`src/idkrt_pkg.sv`:
```
package idkrt_pkg;

  // Default build sizes
  localparam int TABLE_DEPTH = 16;
  localparam int DATA_WIDTH  = 32;

  // Fixed field widths
  localparam int CMD_W    = 2;
  localparam int ID_W     = 16;
  localparam int STATUS_W = 2;
  localparam int SLOT_W   = 4;
  localparam int ENT_W    = 5;

  localparam logic [ENT_W-1:0] ENT_RESET = 5'd16;
  localparam logic [ID_W-1:0]  ID_MAX    = 16'hFFFF;
  // identifier handed out after the counter wraps; zero is never given
  localparam logic [ID_W-1:0]  ID_T1     = 16'd1;

  // Command codes
  localparam logic [CMD_W-1:0] CMD_INSERT = 2'd0;
  localparam logic [CMD_W-1:0] CMD_MODIFY = 2'd1;
  localparam logic [CMD_W-1:0] CMD_DELETE = 2'd2;

  // Result status codes
  localparam logic [STATUS_W-1:0] STAT_DONE      = 2'd0;
  localparam logic [STATUS_W-1:0] STAT_FULL      = 2'd1;
  localparam logic [STATUS_W-1:0] STAT_NOT_FOUND = 2'd2;

  // Sequencer states
  typedef enum logic [1:0] {
    S_CLEAR,
    S_IDLE,
    S_SCAN,
    S_FINISH
  } state_t;

  // What the compare unit looks for on the current entry
  typedef struct packed {
    logic            find_free;
    logic [ID_W-1:0] key;
  } scan_req_t;

endpackage

```
`src/idkrt_if.sv`:
```
// Command channel
interface idkrt_cmd_if #(
  parameter int DATA_WIDTH = idkrt_pkg::DATA_WIDTH
) ();
  logic                       valid;
  logic                       ready;
  logic [idkrt_pkg::CMD_W-1:0] cmd;
  logic [idkrt_pkg::ID_W-1:0]  record_id;
  logic [DATA_WIDTH-1:0]       record_data;

  modport source (output valid, output cmd, output record_id, output record_data,
                  input ready);
  modport sink   (input valid, input cmd, input record_id, input record_data,
                  output ready);
endinterface

// Result channel
interface idkrt_res_if ();
  logic                          valid;
  logic                          ready;
  logic [idkrt_pkg::STATUS_W-1:0] result_status;
  logic [idkrt_pkg::ID_W-1:0]     given_id;
  logic [idkrt_pkg::SLOT_W-1:0]   slot_index;

  modport source (output valid, output result_status, output given_id,
                  output slot_index, input ready);
  modport sink   (input valid, input result_status, input given_id,
                  input slot_index, output ready);
endinterface

```
`src/id_keyed_record_table_top.sv`:
```
// Record table keyed by identifier.
// request channel (valid/ready): cmd, record_id, record_data. cmd 0 inserts
// record_data into the first free slot and hands out the next identifier
// (1..65535, wrapping to 1); cmd 1 replaces the data of the record with
// record_id; cmd 2 deletes it. cmd 3 changes nothing and reports not found.
// response channel (valid/ready): result_status, given_id, slot_index, one
// transaction per request.
// cfg_we/cfg_data set entries_in_use (reset 16): slots searched from slot 0.
// Timing: one request at a time, the table scanned one slot a cycle through
// the tag RAM's registered read port.
// Reset: the identifier counter at zero; a clearing pass then walks the
// tag RAM, leaving all slots free, and request.ready stays low until it
// finishes.
// A stalled response is held in its output register; the next request is
// still accepted and scanned, then waits until the response slot frees.
module id_keyed_record_table_top #(
  parameter int TABLE_DEPTH = idkrt_pkg::TABLE_DEPTH,
  parameter int DATA_WIDTH  = idkrt_pkg::DATA_WIDTH
) (
  input  logic                        clk,
  input  logic                        rst,
  input  logic                        cfg_we,
  input  logic [idkrt_pkg::ENT_W-1:0] cfg_data,
  idkrt_cmd_if.sink                   request,
  idkrt_res_if.source                 response
);

  localparam int IDX_W = $clog2(TABLE_DEPTH);

  idkrt_pkg::scan_req_t          scan_req;
  logic                          hit;
  logic                          tag_re;
  logic [IDX_W-1:0]              tag_raddr;
  logic                          tag_we;
  logic [IDX_W-1:0]              tag_waddr;
  logic [idkrt_pkg::ID_W:0]      tag_wdata;
  logic [idkrt_pkg::ID_W:0]      tag_rdata;
  logic                          pl_we;
  logic [IDX_W-1:0]              pl_waddr;
  logic [DATA_WIDTH-1:0]         pl_wdata;

  // Sequencer
  idkrt_seq #(
    .TABLE_DEPTH (TABLE_DEPTH),
    .DATA_WIDTH  (DATA_WIDTH)
  ) u_seq (
    .clk          (clk),
    .rst          (rst),
    .cfg_we       (cfg_we),
    .cfg_data     (cfg_data),
    .in_valid     (request.valid),
    .in_ready     (request.ready),
    .in_cmd       (request.cmd),
    .in_id        (request.record_id),
    .in_data      (request.record_data),
    .out_valid    (response.valid),
    .out_ready    (response.ready),
    .out_status   (response.result_status),
    .out_given_id (response.given_id),
    .out_slot     (response.slot_index),
    .scan_req     (scan_req),
    .hit          (hit),
    .tag_re       (tag_re),
    .tag_raddr    (tag_raddr),
    .tag_we       (tag_we),
    .tag_waddr    (tag_waddr),
    .tag_wdata    (tag_wdata),
    .pl_we        (pl_we),
    .pl_waddr     (pl_waddr),
    .pl_wdata     (pl_wdata)
  );

  // Shared compare unit on the entry read last cycle
  idkrt_cmp u_cmp (
    .req         (scan_req),
    .entry_valid (tag_rdata[idkrt_pkg::ID_W]),
    .entry_id    (tag_rdata[idkrt_pkg::ID_W-1:0]),
    .hit         (hit)
  );

  // Valid mark and identifier per slot
  idkrt_ram #(
    .WIDTH (idkrt_pkg::ID_W + 1),
    .DEPTH (TABLE_DEPTH)
  ) u_tag_ram (
    .clk   (clk),
    .we    (tag_we),
    .waddr (tag_waddr),
    .wdata (tag_wdata),
    .re    (tag_re),
    .raddr (tag_raddr),
    .rdata (tag_rdata)
  );

  // Data word per slot
  idkrt_ram #(
    .WIDTH (DATA_WIDTH),
    .DEPTH (TABLE_DEPTH)
  ) u_payload_ram (
    .clk   (clk),
    .we    (pl_we),
    .waddr (pl_waddr),
    .wdata (pl_wdata),
    .re    (1'b0),
    .raddr (pl_waddr),
    .rdata ()
  );

endmodule

```
`src/idkrt_ram.sv`:
```
// Simple dual-port RAM: one write port, one registered read port
module idkrt_ram #(
  parameter int WIDTH = 8,
  parameter int DEPTH = 16
) (
  input  logic                     clk,
  input  logic                     we,
  input  logic [$clog2(DEPTH)-1:0] waddr,
  input  logic [WIDTH-1:0]         wdata,
  input  logic                     re,
  input  logic [$clog2(DEPTH)-1:0] raddr,
  output logic [WIDTH-1:0]         rdata
);

  logic [WIDTH-1:0] mem [DEPTH];

  always_ff @(posedge clk) begin
    if (we) begin
      mem[waddr] <= wdata;
    end
    if (re) begin
      rdata <= mem[raddr];
    end
  end

endmodule

```
`src/idkrt_cmp.sv`:
```
// Shared compare unit: tests one table entry per cycle
module idkrt_cmp (
  input  idkrt_pkg::scan_req_t        req,
  input  logic                        entry_valid,
  input  logic [idkrt_pkg::ID_W-1:0]  entry_id,
  output logic                        hit
);

  // free slot for insert, matching live identifier otherwise
  always_comb begin
    if (req.find_free) begin
      hit = !entry_valid;
    end else begin
      hit = entry_valid && (entry_id == req.key);
    end
  end

endmodule

```
`src/idkrt_seq.sv`:
```
// Sequencer: clearing pass, slot-by-slot scan, table update and result register
module idkrt_seq #(
  parameter int TABLE_DEPTH = idkrt_pkg::TABLE_DEPTH,
  parameter int DATA_WIDTH  = idkrt_pkg::DATA_WIDTH
) (
  input  logic clk,
  input  logic rst,

  // configuration
  input  logic                         cfg_we,
  input  logic [idkrt_pkg::ENT_W-1:0]  cfg_data,

  // command side
  input  logic                         in_valid,
  output logic                         in_ready,
  input  logic [idkrt_pkg::CMD_W-1:0]  in_cmd,
  input  logic [idkrt_pkg::ID_W-1:0]   in_id,
  input  logic [DATA_WIDTH-1:0]        in_data,

  // result side
  output logic                            out_valid,
  input  logic                            out_ready,
  output logic [idkrt_pkg::STATUS_W-1:0]  out_status,
  output logic [idkrt_pkg::ID_W-1:0]      out_given_id,
  output logic [idkrt_pkg::SLOT_W-1:0]    out_slot,

  // compare unit
  output idkrt_pkg::scan_req_t         scan_req,
  input  logic                         hit,

  // identifier/valid table
  output logic                              tag_re,
  output logic [$clog2(TABLE_DEPTH)-1:0]    tag_raddr,
  output logic                              tag_we,
  output logic [$clog2(TABLE_DEPTH)-1:0]    tag_waddr,
  output logic [idkrt_pkg::ID_W:0]          tag_wdata,

  // payload table
  output logic                              pl_we,
  output logic [$clog2(TABLE_DEPTH)-1:0]    pl_waddr,
  output logic [DATA_WIDTH-1:0]             pl_wdata
);

  localparam int IDX_W = $clog2(TABLE_DEPTH);
  localparam int LIM_W = $clog2(TABLE_DEPTH + 1);
  localparam int CMP_W = (LIM_W > idkrt_pkg::ENT_W) ? LIM_W : idkrt_pkg::ENT_W;

  idkrt_pkg::state_t state, state_next;

  logic [idkrt_pkg::ENT_W-1:0]  entries_in_use;
  logic [IDX_W-1:0]             clr_idx;
  logic [idkrt_pkg::CMD_W-1:0]  cmd_q;
  logic [idkrt_pkg::ID_W-1:0]   key_q;
  logic [DATA_WIDTH-1:0]        data_q;
  logic [LIM_W-1:0]             limit_q;
  logic [LIM_W-1:0]             issue_idx;
  logic                         chk_vld;
  logic [IDX_W-1:0]             chk_idx;
  logic                         found;
  logic [IDX_W-1:0]             slot_q;
  logic [idkrt_pkg::ID_W-1:0]   id_ctr;

  logic                         clr_last;
  logic                         cmd_known;
  logic                         issue;
  logic                         hit_now;
  logic                         miss_done;
  logic                         out_free;
  logic                         load;
  logic                         is_insert;
  logic [idkrt_pkg::ID_W-1:0]   new_id;
  logic [LIM_W-1:0]             limit_next;

  // Decode
  assign clr_last  = (clr_idx == IDX_W'(TABLE_DEPTH - 1));
  assign cmd_known = (in_cmd == idkrt_pkg::CMD_INSERT) ||
                     (in_cmd == idkrt_pkg::CMD_MODIFY) ||
                     (in_cmd == idkrt_pkg::CMD_DELETE);
  assign issue     = (issue_idx < limit_q);
  assign hit_now   = chk_vld && hit;
  assign miss_done = !issue && !hit_now;
  assign out_free  = !out_valid || out_ready;
  assign is_insert = (cmd_q == idkrt_pkg::CMD_INSERT);
  assign new_id    = (id_ctr == idkrt_pkg::ID_MAX) ? idkrt_pkg::ID_T1 : id_ctr + 1'b1;

  // Register value above the table depth acts as the full table
  always_comb begin
    if (CMP_W'(entries_in_use) > CMP_W'(TABLE_DEPTH)) begin
      limit_next = LIM_W'(TABLE_DEPTH);
    end else begin
      limit_next = LIM_W'(entries_in_use);
    end
  end

  // Next state
  always_comb begin
    state_next = state;
    case (state)
      idkrt_pkg::S_CLEAR: begin
        if (clr_last) state_next = idkrt_pkg::S_IDLE;
      end
      idkrt_pkg::S_IDLE: begin
        if (in_valid) begin
          state_next = cmd_known ? idkrt_pkg::S_SCAN : idkrt_pkg::S_FINISH;
        end
      end
      idkrt_pkg::S_SCAN: begin
        if (hit_now || miss_done) state_next = idkrt_pkg::S_FINISH;
      end
      idkrt_pkg::S_FINISH: begin
        if (out_free) state_next = idkrt_pkg::S_IDLE;
      end
      default: state_next = idkrt_pkg::S_CLEAR;
    endcase
  end

  // Outputs of the sequencer
  always_comb begin
    in_ready  = (state == idkrt_pkg::S_IDLE);
    load      = (state == idkrt_pkg::S_FINISH) && out_free;

    scan_req.find_free = is_insert;
    scan_req.key       = key_q;

    tag_re    = (state == idkrt_pkg::S_SCAN) && issue;
    tag_raddr = issue_idx[IDX_W-1:0];

    tag_we    = 1'b0;
    tag_waddr = slot_q;
    tag_wdata = '0;
    pl_we     = 1'b0;
    pl_waddr  = slot_q;
    pl_wdata  = data_q;

    case (state)
      idkrt_pkg::S_CLEAR: begin
        tag_we    = 1'b1;
        tag_waddr = clr_idx;
      end
      idkrt_pkg::S_FINISH: begin
        if (load && found) begin
          tag_we    = is_insert || (cmd_q == idkrt_pkg::CMD_DELETE);
          tag_wdata = is_insert ? {1'b1, new_id} : '0;
          pl_we     = is_insert || (cmd_q == idkrt_pkg::CMD_MODIFY);
        end
      end
      default: begin
      end
    endcase
  end

  // Control registers
  always_ff @(posedge clk) begin
    if (rst) begin
      state          <= idkrt_pkg::S_CLEAR;
      entries_in_use <= idkrt_pkg::ENT_RESET;
      clr_idx        <= '0;
      chk_vld        <= 1'b0;
      found          <= 1'b0;
      id_ctr         <= '0;
      out_valid      <= 1'b0;
      issue_idx      <= '0;
    end else begin
      state <= state_next;
      if (cfg_we) entries_in_use <= cfg_data;
      if (state == idkrt_pkg::S_CLEAR) clr_idx <= clr_idx + 1'b1;

      case (state)
        idkrt_pkg::S_IDLE: begin
          issue_idx <= '0;
          chk_vld   <= 1'b0;
          found     <= 1'b0;
        end
        idkrt_pkg::S_SCAN: begin
          if (issue) issue_idx <= issue_idx + 1'b1;
          chk_vld <= issue;
          if (hit_now) found <= 1'b1;
        end
        default: begin
        end
      endcase

      if (load && found && is_insert) id_ctr <= new_id;

      // result register
      if (load) begin
        out_valid <= 1'b1;
      end else if (out_ready) begin
        out_valid <= 1'b0;
      end
    end
  end

  // Payload registers
  always_ff @(posedge clk) begin
    if ((state == idkrt_pkg::S_IDLE) && in_valid) begin
      cmd_q   <= in_cmd;
      key_q   <= in_id;
      data_q  <= in_data;
      limit_q <= limit_next;
    end
    if (state == idkrt_pkg::S_SCAN) begin
      chk_idx <= issue_idx[IDX_W-1:0];
      if (hit_now) slot_q <= chk_idx;
    end
    if (load) begin
      if (found) begin
        out_status   <= idkrt_pkg::STAT_DONE;
        out_given_id <= is_insert ? new_id : '0;
        out_slot     <= idkrt_pkg::SLOT_W'(slot_q);
      end else begin
        out_status   <= is_insert ? idkrt_pkg::STAT_FULL : idkrt_pkg::STAT_NOT_FOUND;
        out_given_id <= '0;
        out_slot     <= '0;
      end
    end
  end

endmodule

```
`src/flat_wrapper.sv`:
```
// flat-port wrapper written by rule: the top's interface ports become plain ports
module id_keyed_record_table_top_flat 
#(
  parameter int TABLE_DEPTH = idkrt_pkg::TABLE_DEPTH,
  parameter int DATA_WIDTH  = idkrt_pkg::DATA_WIDTH
)
  (clk, rst, cfg_we, cfg_data, request_valid, request_cmd, request_record_id, request_record_data, request_ready, response_valid, response_result_status, response_given_id, response_slot_index, response_ready);
  idkrt_cmd_if #(.DATA_WIDTH(DATA_WIDTH)) request_i ();
  idkrt_res_if response_i ();
  input  logic clk;
  input  logic rst;
  input  logic cfg_we;
  input  logic [idkrt_pkg::ENT_W-1:0] cfg_data;
  input wire logic [$bits(request_i.valid)-1:0] request_valid;
  input wire logic [$bits(request_i.cmd)-1:0] request_cmd;
  input wire logic [$bits(request_i.record_id)-1:0] request_record_id;
  input wire logic [$bits(request_i.record_data)-1:0] request_record_data;
  output wire logic [$bits(request_i.ready)-1:0] request_ready;
  output wire logic [$bits(response_i.valid)-1:0] response_valid;
  output wire logic [$bits(response_i.result_status)-1:0] response_result_status;
  output wire logic [$bits(response_i.given_id)-1:0] response_given_id;
  output wire logic [$bits(response_i.slot_index)-1:0] response_slot_index;
  input wire logic [$bits(response_i.ready)-1:0] response_ready;
  assign request_i.valid = request_valid;
  assign request_i.cmd = request_cmd;
  assign request_i.record_id = request_record_id;
  assign request_i.record_data = request_record_data;
  assign request_ready = request_i.ready;
  assign response_valid = response_i.valid;
  assign response_result_status = response_i.result_status;
  assign response_given_id = response_i.given_id;
  assign response_slot_index = response_i.slot_index;
  assign response_i.ready = response_ready;
  id_keyed_record_table_top #(.TABLE_DEPTH(TABLE_DEPTH), .DATA_WIDTH(DATA_WIDTH)) u_core (.clk(clk), .rst(rst), .cfg_we(cfg_we), .cfg_data(cfg_data), .request(request_i), .response(response_i));
endmodule
```
`config.mk`:
```
export PLATFORM = sky130hd
export DESIGN_NAME = id_keyed_record_table_top_flat
export DESIGN_NICKNAME = d
export VERILOG_FILES = /design/src/idkrt_pkg.sv /design/src/idkrt_if.sv /design/src/id_keyed_record_table_top.sv /design/src/idkrt_ram.sv /design/src/idkrt_cmp.sv /design/src/idkrt_seq.sv /design/src/flat_wrapper.sv
export SDC_FILE = /design/constraint.sdc
export NUM_CORES = 1
export LEC_CHECK = 0
export BUFFER_PORTS_ARGS = -buffer_cell sky130_fd_sc_hd__buf_2
export CAP_MARGIN = 15
export CORE_AREA = 3 3 197 199
export DETAILED_ROUTE_END_ITERATION = 8
export DIE_AREA = 0 0 200 202
export PLACE_DENSITY = 0.63
export SYNTH_ARGS = -nofsm -noshare
export SYNTH_HDL_FRONTEND = slang
export SYNTH_SLANG_ARGS = --single-unit
```
`constraint.sdc`:
```
create_clock -name clk -period 10.9 [get_ports clk]
set_input_delay 2.18 -clock clk [delete_from_list [all_inputs] [get_ports clk]]
set_output_delay 2.18 -clock clk [all_outputs]
set_load 0.005 [all_outputs]
```
Word level (Yosys, flattened, before mapping)
Memory sizes are Yosys's and may differ from the RTL's. A register that Yosys moved wholly into a read port is not among the register bits.
Cells that the tools add are included.
- register bits after elaboration: 88
- latch bits: 0
- memory bits (writable): 272
- bits in read-only memories: 0
- input bits: 60
- output and inout port bits: 24
- memories kept: 1
- add/sub/neg operators: 3
- multipliers: 0
- divide/modulo/power cells: 0
- $lt $le $gt $ge: 2
- equal/unequal tests: 15
- shift operators: 0
- multiplexer cells: 24
- bitwise operators: 0
- reduce and logical (&&, ||, !) cells: 27
- memories (memory ; words ; width ; read ports ; clocked after memory_dff ; write ports ; RTL line ; RTL):
    u_core.u_tag_ram.mem ; 16 ; 17 ; 1 ; 1 ; 1 ; idkrt_ram.sv:15 ; logic [WIDTH-1:0] mem [DEPTH];
- operators by type and width (kind ; count):
    $mux W17 ; 3
    $add A16 B1 Y16 const B ; 1
    $eq A16 B16 Y1 ; 1
    $eq A16 B16 Y1 const B ; 1
    $mux W16 ; 1
    $ne A2 B2 Y1 const B ; 6
    $mux W2 ; 5
    $pmux W5 S2 ; 1
    $eq A2 B2 Y1 const B ; 4
    $logic_and A1 B1 Y1 ; 8
    $mux W1 ; 8
    $pmux W2 S4 ; 1
    $reduce_and A2 Y1 ; 4
    $logic_not A2 Y1 ; 3
    $pmux W1 S2 ; 3
    $add A5 B1 Y5 const B ; 1
    $gt A5 B5 Y1 const B ; 1
    $logic_or A1 B1 Y1 ; 5
    $lt A5 B5 Y1 ; 1
    $mux W5 ; 1
    $add A4 B1 Y4 const B ; 1
    $eq A2 B1 Y1 const B ; 2
    $eq A4 B4 Y1 const B ; 1
    $logic_not A1 Y1 ; 4
    other kinds (3) ; 4

Logic depth before layout (Yosys ltp)
- word-level depth: 9
- depth in mapped cells: 9
- mapped depth without buffers: 8

Cells and area by module
A second synthesis with hierarchy kept.
- cell total of the unflattened synthesis: 860
- area total of the unflattened synthesis: 15851.5 um^2
- modules (own cells, without submodules) (module ; instances ; cells an instance ; area each (um^2) ; seq. area each (um^2)):
    idkrt_ram ; 1 ; 458 ; 10807.9 ; 8678.3
    idkrt_seq ; 1 ; 378 ; 4852.2 ; 3253.1
    idkrt_cmp ; 1 ; 24 ; 191.4 ; 0.0

Worst setup path before layout
OpenSTA, ideal clock, no wires.
- path kind: input to register
- from: input response_ready
- to: memory u_core.u_tag_ram.mem[0][0] (netlist bit) (enable)
- arrival time: 5008 ps
- required time: 10465 ps
- slack: 5458 ps
- stages: 4
- path buffers: 0
- cells stage by stage: nor2b_1 nor2b_2 a31oi_1 nor4_1
- cells in the longest elaborated chain, start to end: 7
- RTL lines (item ; RTL line ; RTL):
    start: declaration ; flat_wrapper.sv:23 ; input wire logic [$bits(response_i.ready)-1:0] response_ready;
    $logic_or A1 B1 Y1 ; idkrt_seq.sv:82 ; assign out_free = !out_valid || out_ready;
    $logic_and A1 B1 Y1 ; idkrt_seq.sv:120 ; load = (state == idkrt_pkg::S_FINISH) && out_free;
    via u_core.u_seq.load ; idkrt_seq.sv:69 ; logic load;
    $logic_and A1 B1 Y1 ; idkrt_seq.sv:141 ; if (load && found) begin
    $mux W1 ; idkrt_seq.sv:141 ;
    $pmux W1 S2 ; idkrt_seq.sv:135 ; case (state)
    $mux W1 ; idkrt_ram.sv:18 ; if (we) begin
    $mux W1 (not written as such) ; idkrt_ram.sv:19 ; mem[waddr] <= wdata;
    end: declaration ; idkrt_ram.sv:15 ;
The timed path passes the listed nets, and every way through them passes these cells.

Worst setup path in the final report
- from: input response_ready
- to: memory u_core.u_tag_ram.mem[4][11] (netlist bit) (data pin)
- cells in the longest elaborated chain, start to end: 5
- RTL lines (item ; RTL line ; RTL):
    $logic_or A1 B1 Y1 ; idkrt_seq.sv:82 ;
    $logic_and A1 B1 Y1 ; idkrt_seq.sv:120 ;
    via u_core.u_seq.load ; idkrt_seq.sv:69 ;
    $logic_and A1 B1 Y1 ; idkrt_seq.sv:141 ;
    $mux W17 ; idkrt_seq.sv:141 ;
    $mux W17 ; idkrt_seq.sv:135 ;
    via u_core.tag_wdata, one bit ; id_keyed_record_table_top.sv:36 ; logic [idkrt_pkg::ID_W:0] tag_wdata;
The timed path passes the listed nets, and every way through them passes these cells.

==> results.md <==
* DP Wirelength at 18,200 um
* Clock buffer depth at 3
* Tmin final at 4620 ps
* Synth area leaders: edfxtp_1, mux4_2, dfxtp_1, nor2_1, xnor2_1
* Synth Register Bits at around 380
* Clock Latency Late Sink at 530 ps
* Htree depth at 2
* DIE HEIGHT at 202 um
* Power share of the combinational group at a little over an eighth
* Synth Flop Type: edfxtp_1
* Synth Area in Adders at 0.924%
* Routability cong. at a little under 0.8
* Worst path bufs/invs at 3
* Slew margin rel. at 25.8%
* Ys async rst share at 0%
* Worst path arrival time at approximately 4800 ps
* 1st-iter DRT viols at 579
* Via count at 7,369
* Int Power at 2.71 mW
* IO Pins at 84
* Gr ovfl total at 0
* CP peak stage delay at between 800 and 900 ps
* CP Cell Sequence: buf_2 > nor2b_1 > nor2b_2 > buf_4 > nand3_2 > clkinv_1 > nand2_4 > nor2_1
* CTS buffer count at 39
* Peak supply drop at 0.150 mV
* Most frequent cells in the layout: edfxtp_1, mux4_2, nor2_1
* CP Class: primary input to register
* CTS tree: done
* Initial antenna violation count at 0
* Maximum clock rate at 216 MHz
* Post-route clock period utilization at 42.4%
* Sequential group share of total power at 50.8%
* Core region area at 0.0374 sq mm
* Die area at 0.0404 sq mm
* Xor and xnor area share after synthesis at between 2 and 2.5%
* Tightest Pin Transition at 1110 ps
* First-pass DRT Iterations at 5
* Psw at 0.892 mW
* Yosys warns at 0
* Seq. cell area at roughly 0.011 sq mm
* Synth Instances at 797
* Slew Viols, Final at 0
* Switching Fraction at 24.8%
* TNS Setup at 0 ps
* Footprint of the multi-input gates at 0.00371 sq mm
* Post-CTS Hold Buffers at 0
* Max Cap Viol at 0
* Die W at 200 um
* Row count at a little over 70
* Clock power share at 35.5%
* Final Setup Violations at 0
* Wire per inst at 22.5 um
* Synth Area in Compound Gates at 2.01%
* Main combinational cell family by area after synthesis: multiplexers
* Via density at 5.20
* GRT Util Overall at between 10% and 20%
* Area leader, netlist: edfxtp_1
* Initial Util at 39.8%
* Port Buf Inserts at 51
* Filler instances at 3,171
* Residual DRC at 0
* Synth-to-layout area growth at 14.5%
* Nets at 949
* Final WL at about 32,000 um
* Leak at 5.62 nW
* Synth Net Count at 868
* CTS resizes at 0
* Synth top area share at 68.9%
* Worst Skew at 18.4 ps
* Largest net degree at the start of global routing at 73
* ANT nets after route at 0
* Fin Hold WS at 420 ps
* Simple logic cell fraction of the synthesized area at 6.06%
* ANT cells at 0
* Syn avg cell area at 18.7 sq um
* Synth unique cells at 58
* Layout cells sized above 1 at 26.2%
* Result of the run: finished clean
* Worst-path clk slew at 60 ps
* Vias in the first global route at between 7,000 and 8,000
* Critical Path Sink Type: register
* Post-CTS Setup Bufs at 0
* CP required at between 10,000 and 15,000 ps
* Crit-path leading delay family: simple AND/OR/NAND/NOR gates
* RSZ-0062 raised after global routing: no
* Min-Delay Path Class: register to register
* Post-synthesis mux area share at 13.3%
* Number of enable flip-flop cells after synthesis at 342
* Clock root cell: clkbuf_16
* Max Fanout on Critical Path at 25
* Slowest-stage cell, CP: nor2_1
* Critical path launch point type: primary input
* Most common cell after layout, fill and taps aside: edfxtp_1
* Synthesized area at roughly 0.015 sq mm
* PD cells at 211 mW/mm^2
* Register area share after synthesis at 73.6%
* CTS Sinks at 377
* Global-route wire length before repair at 47,300 um
* Hold Vio Cnt, Final at 0
cells by family (layout without fill, tap and decap cells):
logic type,Yosys count,in the layout
buffers and inverters,52,160
muxes,92,92
AOI/OAI and AO/OA,44,44
DFF,377,377
adders and majority gates,11,11
and+or+nand+nor,181,181
xor gates and xnor gates,40,40
metal layers:
metal / track usage [%] / vias up / share of wire (%)
met1: 21.7 / 3847 / 43
met2: 26.7 / 163 / 51
met3: 2.60 / 48 / 4.3
met4: 4.36 / 0 / 2.2
li1: - / 3311 / -
met5: 0 / - / 0
area by class of cell:
type                            count  share of cell area (%)
Clock inverter                     17                   0.954
Clock buffer                       51                    6.24
Sequential cell                   377                    64.3
Inverter                           16                   0.352
Tap cell                          511                    3.75
Timing Repair Buffer               76                    2.62
Multi-Input combinational cell    368                    21.7
through the flow:
stage | worst slack [ps] | std cells | power (mW) | area (sq um) | utilization (%)
2_1_floorplan | 5460 | 797 | 2.13 | 14900 | -
3_3_place_gp | 5960 | 1346 | 2.35 | 15800 | 42.3
3_5_place_dp | 5810 | 1346 | 2.37 | 15800 | 42.3
4_1_cts | 6340 | 1414 | 3.65 | 17000 | 45.6
5_1_grt | 6040 | 1416 | 3.75 | 17100 | 45.6
6_report | 6280 | 1416 | 3.60 | 17100 | 45.6
cell usage after synthesis (3+ instances only):
library cell  number
edfxtp_1         342
mux4_2            85
nor2_1            76
dfxtp_1           35
xnor2_1           28
nand2_1           24
clkbuf_1          18
inv_1             14
nand3_1           12
xor2_1            12
a21oi_1           11
and2_1            11
ha_1              11
nand4_1           11
and3_1            10
buf_2             10
o21ai_0            9
nor2b_1            7
nor3_1             7
mux2i_1            6
a2bb2oi_1          5
a31oi_1            4
a311oi_1           3
buf_6              3
nand3_2            3
or3_1              3
power by group through the flow:
| stage | clock network, mW | logic, mW | registers [mW] |
|---|---|---|---|
| 2_1_floorplan | 0 | 0.282 | 1.85 |
| 3_3_place_gp | 0 | 0.496 | 1.85 |
| 3_5_place_dp | 0 | 0.503 | 1.86 |
| 4_1_cts | 1.31 | 0.510 | 1.83 |
| 5_1_grt | 1.37 | 0.532 | 1.85 |
| 6_report | 1.28 | 0.492 | 1.83 |
worst paths after layout:
check	from	to	slack [ps]	cells after the start
min	u_core.u_seq.chk_idx[3]$_DFFE_PP_	u_core.u_seq.pl_waddr[3]$_DFFE_PP_	420	0
max reg2reg	u_core.u_seq.state[1]$_SDFFE_PP0P_	u_core.u_tag_ram.mem[4][11]$_DFFE_PP_	7430	7
min reg2reg	u_core.u_seq.chk_idx[3]$_DFFE_PP_	u_core.u_seq.pl_waddr[3]$_DFFE_PP_	420	0
max	response_ready	u_core.u_tag_ram.mem[4][11]$_DFFE_PP_	6280	8
registers in the layout, summed over array words and instances, names as in the netlist, 2 cells and up:
name / cells
u_core.u_seq.id_ctr: 16
u_core.u_seq.out_status: 2
u_core.u_seq.limit_q: 5
u_core.u_seq.entries_in_use: 5
u_core.u_seq.chk_idx: 4
u_core.u_seq.cmd_q: 2
u_core.u_tag_ram.mem: 272
u_core.u_seq.out_given_id: 16
u_core.u_seq.pl_waddr: 4
u_core.u_seq.state: 2
u_core.u_seq.clr_idx: 4
u_core.u_tag_ram.rdata: 17
u_core.u_seq.key_q: 16
u_core.u_seq.issue_idx: 5
u_core.u_seq.out_slot: 4
Note: power is estimated with default switching activity, not from simulation.
